===== src/hw/rtl/rfsp_pkg.sv =====
// Types and constants for the resource file stream parser.
// Used by resource_file_stream_parser and rfsp_checker; no dependencies.
package rfsp_pkg;

  // Parser phases
  typedef enum logic [2:0] {
    PH_MAGIC,
    PH_VERSION,
    PH_COUNT,
    PH_RESNUM,
    PH_LANG,
    PH_STRING,
    PH_DONE
  } phase_t;

  // File status codes
  localparam logic [2:0] ST_OK       = 3'd0;
  localparam logic [2:0] ST_MAGIC    = 3'd1;
  localparam logic [2:0] ST_VERSION  = 3'd2;
  localparam logic [2:0] ST_NEGATIVE = 3'd3;
  localparam logic [2:0] ST_TOOLONG  = 3'd4;
  localparam logic [2:0] ST_TRUNC    = 3'd5;

  // Result kinds
  localparam logic KIND_CHAR   = 1'b0;
  localparam logic KIND_STATUS = 1'b1;

  // Configuration register indexes
  localparam logic REG_EXPECTED_VERSION = 1'b0;
  localparam logic REG_STRING_LIMIT     = 1'b1;

  // Configuration reset values
  localparam logic [31:0] EXPECTED_VERSION_RESET = 32'd5;
  localparam logic [15:0] STRING_LIMIT_RESET     = 16'd20000;

  // Header magic, byte by byte
  function automatic logic [7:0] magic_byte(input logic [1:0] idx);
    logic [7:0] val;
    case (idx)
      2'd0:    val = 8'h52;
      2'd1:    val = 8'h53;
      2'd2:    val = 8'h43;
      default: val = 8'h01;
    endcase
    return val;
  endfunction

endpackage


===== src/hw/rtl/resource_file_stream_parser.sv =====
// Resource file stream parser: byte-wide header/record decoder with string output.
// Depends on rfsp_pkg.
//
//   channel  | signals                                   | direction
//   ---------+-------------------------------------------+----------
//   input    | in_valid/in_ready, data_byte, end_of_stream | in
//   result   | out_valid/out_ready, kind, char_byte,      | out
//            | resource_number, language_id, last, status |
//   config   | cfg_write, cfg_index, cfg_data             | in
//
// One byte per cycle while in_ready is high; a result is registered and appears in the cycle after its transaction.
// The parse decision for a byte is a single pass of logic between the parser
// state and the result register, so throughput is set by that register alone.
// in_ready stays high while the result register is empty or being drained.
// Synchronous reset clears parser state and loads the register defaults.
module resource_file_stream_parser (
  input  logic        clk,
  input  logic        rst,
  // input channel
  input  logic        in_valid,
  output logic        in_ready,
  input  logic [7:0]  data_byte,
  input  logic        end_of_stream,
  // result channel
  output logic        out_valid,
  input  logic        out_ready,
  output logic        kind,
  output logic [7:0]  char_byte,
  output logic [31:0] resource_number,
  output logic [31:0] language_id,
  output logic        last,
  output logic [2:0]  status,
  // configuration
  input  logic        cfg_write,
  input  logic        cfg_index,
  input  logic [31:0] cfg_data
);

  // configuration registers
  logic [31:0] expected_version;
  logic [15:0] string_limit;

  // parser state
  rfsp_pkg::phase_t phase, phase_next;
  logic [1:0]  byte_index, byte_index_next;
  logic [31:0] word_shift, word_shift_next;
  logic [30:0] remaining_count, remaining_count_next;
  logic [31:0] current_resource, current_resource_next;
  logic [31:0] current_language, current_language_next;
  logic [15:0] string_position, string_position_next;
  logic [2:0]  error_code, error_code_next;

  // result produced by this transaction
  logic        emit;
  logic        emit_kind;
  logic [7:0]  emit_char;
  logic [31:0] emit_resource;
  logic [31:0] emit_language;
  logic        emit_last;
  logic [2:0]  emit_status;

  logic        in_fire;
  logic [31:0] word_new;
  logic [15:0] limit_pos;

  assign in_ready  = !out_valid || out_ready;
  assign in_fire   = in_valid && in_ready;
  assign word_new  = {data_byte, word_shift[31:8]};
  assign limit_pos = string_limit - 16'd1;

  // Write configuration registers
  always_ff @(posedge clk) begin
    if (rst) begin
      expected_version <= rfsp_pkg::EXPECTED_VERSION_RESET;
      string_limit     <= rfsp_pkg::STRING_LIMIT_RESET;
    end else if (cfg_write) begin
      case (cfg_index)
        rfsp_pkg::REG_EXPECTED_VERSION: expected_version <= cfg_data;
        rfsp_pkg::REG_STRING_LIMIT:     string_limit     <= cfg_data[15:0];
        default: ;
      endcase
    end
  end

  // Decode one byte: next parser state and optional result
  always_comb begin
    phase_next            = phase;
    byte_index_next       = byte_index;
    word_shift_next       = word_shift;
    remaining_count_next  = remaining_count;
    current_resource_next = current_resource;
    current_language_next = current_language;
    string_position_next  = string_position;
    error_code_next       = error_code;
    emit          = 1'b0;
    emit_kind     = rfsp_pkg::KIND_CHAR;
    emit_char     = 8'd0;
    emit_resource = 32'd0;
    emit_language = 32'd0;
    emit_last     = 1'b0;
    emit_status   = rfsp_pkg::ST_OK;

    if (end_of_stream) begin
      // report the decision (or truncation) and restart
      emit        = 1'b1;
      emit_kind   = rfsp_pkg::KIND_STATUS;
      emit_status = (phase == rfsp_pkg::PH_DONE) ? error_code : rfsp_pkg::ST_TRUNC;
      phase_next            = rfsp_pkg::PH_MAGIC;
      byte_index_next       = 2'd0;
      word_shift_next       = 32'd0;
      remaining_count_next  = 31'd0;
      current_resource_next = 32'd0;
      current_language_next = 32'd0;
      string_position_next  = 16'd0;
      error_code_next       = rfsp_pkg::ST_OK;
    end else begin
      case (phase)
        rfsp_pkg::PH_DONE: ;

        rfsp_pkg::PH_MAGIC: begin
          if (data_byte != rfsp_pkg::magic_byte(byte_index)) begin
            error_code_next = rfsp_pkg::ST_MAGIC;
            phase_next      = rfsp_pkg::PH_DONE;
          end else begin
            byte_index_next = byte_index + 2'd1;
            if (byte_index == 2'd3) begin
              phase_next = rfsp_pkg::PH_VERSION;
            end
          end
        end

        rfsp_pkg::PH_STRING: begin
          if (string_position == limit_pos) begin
            error_code_next = rfsp_pkg::ST_TOOLONG;
            phase_next      = rfsp_pkg::PH_DONE;
          end else begin
            emit          = 1'b1;
            emit_char     = data_byte;
            emit_resource = current_resource;
            emit_language = current_language;
            emit_last     = (data_byte == 8'd0);
            if (data_byte == 8'd0) begin
              // terminator: close the record
              string_position_next = 16'd0;
              remaining_count_next = remaining_count - 31'd1;
              if (remaining_count == 31'd1) begin
                error_code_next = rfsp_pkg::ST_OK;
                phase_next      = rfsp_pkg::PH_DONE;
              end else begin
                phase_next = rfsp_pkg::PH_RESNUM;
              end
            end else begin
              string_position_next = string_position + 16'd1;
            end
          end
        end

        default: begin
          // assemble a little-endian word
          word_shift_next = word_new;
          byte_index_next = byte_index + 2'd1;
          if (byte_index == 2'd3) begin
            case (phase)
              rfsp_pkg::PH_VERSION: begin
                if (word_new != expected_version) begin
                  error_code_next = rfsp_pkg::ST_VERSION;
                  phase_next      = rfsp_pkg::PH_DONE;
                end else begin
                  phase_next = rfsp_pkg::PH_COUNT;
                end
              end
              rfsp_pkg::PH_COUNT: begin
                if (word_new[31]) begin
                  error_code_next = rfsp_pkg::ST_NEGATIVE;
                  phase_next      = rfsp_pkg::PH_DONE;
                end else begin
                  remaining_count_next = word_new[30:0];
                  if (word_new[30:0] == 31'd0) begin
                    error_code_next = rfsp_pkg::ST_OK;
                    phase_next      = rfsp_pkg::PH_DONE;
                  end else begin
                    phase_next = rfsp_pkg::PH_RESNUM;
                  end
                end
              end
              rfsp_pkg::PH_RESNUM: begin
                current_resource_next = word_new;
                phase_next            = rfsp_pkg::PH_LANG;
              end
              default: begin
                current_language_next = word_new;
                string_position_next  = 16'd0;
                phase_next            = rfsp_pkg::PH_STRING;
              end
            endcase
          end
        end
      endcase
    end
  end

  // Advance parser state on each input transaction
  always_ff @(posedge clk) begin
    if (rst) begin
      phase            <= rfsp_pkg::PH_MAGIC;
      byte_index       <= 2'd0;
      word_shift       <= 32'd0;
      remaining_count  <= 31'd0;
      current_resource <= 32'd0;
      current_language <= 32'd0;
      string_position  <= 16'd0;
      error_code       <= rfsp_pkg::ST_OK;
    end else if (in_fire) begin
      phase            <= phase_next;
      byte_index       <= byte_index_next;
      word_shift       <= word_shift_next;
      remaining_count  <= remaining_count_next;
      current_resource <= current_resource_next;
      current_language <= current_language_next;
      string_position  <= string_position_next;
      error_code       <= error_code_next;
    end
  end

  // Hold the result register until taken
  always_ff @(posedge clk) begin
    if (rst) begin
      out_valid <= 1'b0;
    end else if (in_fire) begin
      out_valid <= emit;
    end else if (out_ready) begin
      out_valid <= 1'b0;
    end
  end

  // Load the result payload
  always_ff @(posedge clk) begin
    if (in_fire && emit) begin
      kind            <= emit_kind;
      char_byte       <= emit_char;
      resource_number <= emit_resource;
      language_id     <= emit_language;
      last            <= emit_last;
      status          <= emit_status;
    end
  end

endmodule


===== config.mk =====
export PLATFORM = sky130hd
export DESIGN_NAME = resource_file_stream_parser
export DESIGN_NICKNAME = d
export VERILOG_FILES = /design/src/hw/rtl/rfsp_pkg.sv /design/src/hw/rtl/resource_file_stream_parser.sv
export SDC_FILE = /design/constraint.sdc
export NUM_CORES = 1
export LEC_CHECK = 0
export ABC_AREA = 1
export CORE_MARGIN = 5
export CORE_UTILIZATION = 49
export DETAILED_ROUTE_END_ITERATION = 7
export DONT_BUFFER_PORTS = 1
export GPL_ROUTABILITY_DRIVEN = 1
export HOLD_SLACK_MARGIN = 0.06
export SYNTH_ARGS = -nofsm -noshare
export SYNTH_HDL_FRONTEND = slang
export SYNTH_SLANG_ARGS = --single-unit

===== constraint.sdc =====
create_clock -name clk -period 4.3 [get_ports clk]
set_input_delay 0.43 -clock clk [delete_from_list [all_inputs] [get_ports clk]]
set_output_delay 0.43 -clock clk [all_outputs]
set_load 0.005 [all_outputs]

==> impl_metrics.toml <==
[placed_design]
dp_hpwl_mm = 24.5
port-buffer-count = 0
gp_congestion = 0.916
place_ws_ns = 1.03

[yosys]
yosysSeqAreaShare = 0.491
synthTopCellsByArea = "dfxtp_1, edfxtp_1, nor2_1"
yosysMostFrequentCell = "nor2_1"
netlist_top_cells_count = "nor2_1, nand2_1, dfxtp_1"
synth_mux_area_frac = 0
syn_area_um2 = 12500
synth-compound-area-share = 0.158
synth_warnings = 0
mappedNetlistNets = 1681
yosysTopAreaCellShare = 0.306
synth-simple-area-share = 0.224
synth_top_family_by_area = "simple AND/OR/NAND/NOR gates"
synth.avg_cell_area_um2 = 7.71
synth_edf_count = 77
synth_xor_area_frac = 0.0335
synthArstFlopShare = 0
ys.flop_type = "dfxtp_1"
synth_cells = 1627
synthAdderAreaFrac = 0.00698
synth_cell_types = 48
synth_largest_area_cell = "dfxtp_1"
ys_ff_latch = 269

[pwr]
cellLeakagePower_nw = 5.31
ir_worst_vdd_uv = 337
power.density_nw_per_um2 = 438

[final_layout]
antennaDiodeCount = 0
layout-drive-gt1-share = 0.0566
nets = 1676
syn_to_final_growth_pct = 11.0

[sta]
finalClockSkew_ns = 0.0211
finalHoldWorstSlack_ns = 0.0742
rsz0062_at_grt = "false"
hold_viol_final = 0
tightestPinTransition_ns = 1.11
fmaxAchievable_mhz = 305
fin_crit_ns = 3.28
finalSetupTns_ns = 0
fin_crit_sh = 0.762
finalSetupViolCount = 0
slew_headroom = 0.253
slew_viol_final = 0
layout_setup_ws_ns = 1.02

[route]
drc = 0
ant_nets = 0
drt-initial-drc-count = 1151
dr_wl_met3_mm = 2.51
vias = 10800
top_layer = "met4"
wl_met2_mm = 16.1
wl_mm = 35.4
viasPerCell = 5.47
wl_met1_mm = 15.7
avgRoutedWirePerCell_um = 17.9
first_pass_iters = 6

[cts]
h-tree-depth = 1
cts_resized = 0
clock_latency_ns = 0.57
hold_buffers = 28
cts_setup_buffers = 0
cts_tree = "done"
cts.clk_slew.worst_paths_ns = 0.06
cts_made_buffers = 29
clock-sinks = 269
ctsRootBufferMaster = "clkbuf_16"
cts_buffer_depth = 3

[critical_path]
endpoint_kind = "flop"
path_class = "reg2reg"
setup.worst_path.start_class = "flop"
arrival_ns = 3.57
required_ns = 4.59
critPathMaxFanout = 46
r2r_slack_ns = 1.02

[grt]
gr-total-overflow = 0
grt_pass1_vias = 10200
grt_usage = 0.242
grt_max_degree = 146
grt_antenna_before_repair = 0
grt_pass1_wl_mm = 56.6

[floorplan]
ios = 126
fp.dieH_um = 170
rows = 58
die_area_um2 = 28900
initial_utilization = 0.498
coreArea_um2 = 25200
die_x_um = 170

[status]
status = "finished clean"

[job]
cap_violations = 0

[worst_hold_path]
hp-class = "in2reg"
## flip-flops by register name, indices dropped and copies added, names as in the netlist
register and flops:
last 1, remaining_count 31, status 3, string_position 16, error_code 3, resource_number 32, word_shift 24, expected_version 32
kind 1, byte_index 2, string_limit 16, current_language 32, phase 3, current_resource 32, out_valid 1, char_byte 8
language_id 32
## where the power goes
| group | switching [W] | internal [W] | leakage [nW] | total, W |
|---|---|---|---|---|
| logic | 0.000560 | 0.000279 | 2.56 | 0.000838 |
| registers | 0.000118 | 0.00277 | 2.31 | 0.00289 |
| clock network | 0.00102 | 0.00136 | 0.445 | 0.00237 |
| total | 0.00169 | 0.00441 | 5.31 | 0.00610 |
## cells by family after synthesis
logic type / after synthesis
simple gates: 654
compound gates: 374
buf+inv: 275
flops: 269
xor+xnor: 48
fa+ha+maj: 7
## area by class of cell
class                      count  area [um^2]
clock buffer                  41          802
clock inverter                12         96.3
fill                        2405        11300
inverter                     203          764
multi-input combinational   1083         5310
sequential                   269         6160
tap                          330          413
timing repair buffer          36          375
## layer usage
layer / up-vias / track usage
met5: - / 0
met4: 0 / 0.0719
met3: 77 / 0.0420
met2: 366 / 0.390
met1: 5022 / 0.338
li1: 5330 / -
## layout by cell type (no fill, tap or decap), types with 2 or more instances in the layout
| master | n |
|---|---|
| a211oi_1 | 7 |
| a31oi_1 | 6 |
| clkbuf_1 | 10 |
| inv_1 | 187 |
| clkbuf_16 | 30 |
| inv_2 | 13 |
| o21ai_0 | 164 |
| clkinv_1 | 4 |
| clkinv_2 | 9 |
| o22ai_1 | 12 |
| nand4_1 | 18 |
| dlygate4sd3_1 | 27 |
| o21bai_1 | 2 |
| buf_12 | 3 |
| nor2_2 | 6 |
| nand2_2 | 4 |
| nor2_4 | 5 |
| nand2_1 | 234 |
| or2_2 | 2 |
| buf_4 | 6 |
| edfxtp_1 | 77 |
| a22oi_1 | 7 |
| xor2_1 | 16 |
| nor4_1 | 15 |
| nor3_1 | 19 |
| xnor2_1 | 32 |
| nand3b_1 | 7 |
| o21ai_1 | 16 |
| nand3_1 | 64 |
| nand3_2 | 2 |
| ha_1 | 7 |
| dfxtp_1 | 192 |
| nor2_1 | 271 |
| a21oi_2 | 4 |
| a21oi_1 | 149 |
## stage by stage
step	utilization	cells	total power [W]	instance area [um^2]
after detailed placement	0.506	1893	0.00374	12700
after global placement	0.506	1893	0.00373	12700
after global routing	0.553	1974	0.00640	13900
final	0.553	1974	0.00610	13900
after floorplan	-	1627	0.00353	12500
after CTS	0.553	1974	0.00615	13900
## path summary, 6_finish.rpt
| check | start | endpoint | cells after the start |
|---|---|---|---|
| max | string_limit[0] | resource_number[29] | 11 |
| min | cfg_data[2] | string_limit[2] | 2 |
| max reg2reg | string_limit[0] | resource_number[29] | 11 |
| min reg2reg | current_resource[28] | current_resource[28] | 2 |
## critical path, stage by stage, from the launching register on
cell,delay [ns]
dfxtp_1,0.33
inv_2,0.11
ha_1,0.21
nand3_2,0.16
nor2_4,0.19
xor2_1,0.19
o21ai_0,0.12
nor4_1,0.19
nand3_1,0.14
o21ai_0,0.32
clkinv_2,0.58
buf_12,0.42
Power figures use the tool's default switching activity.
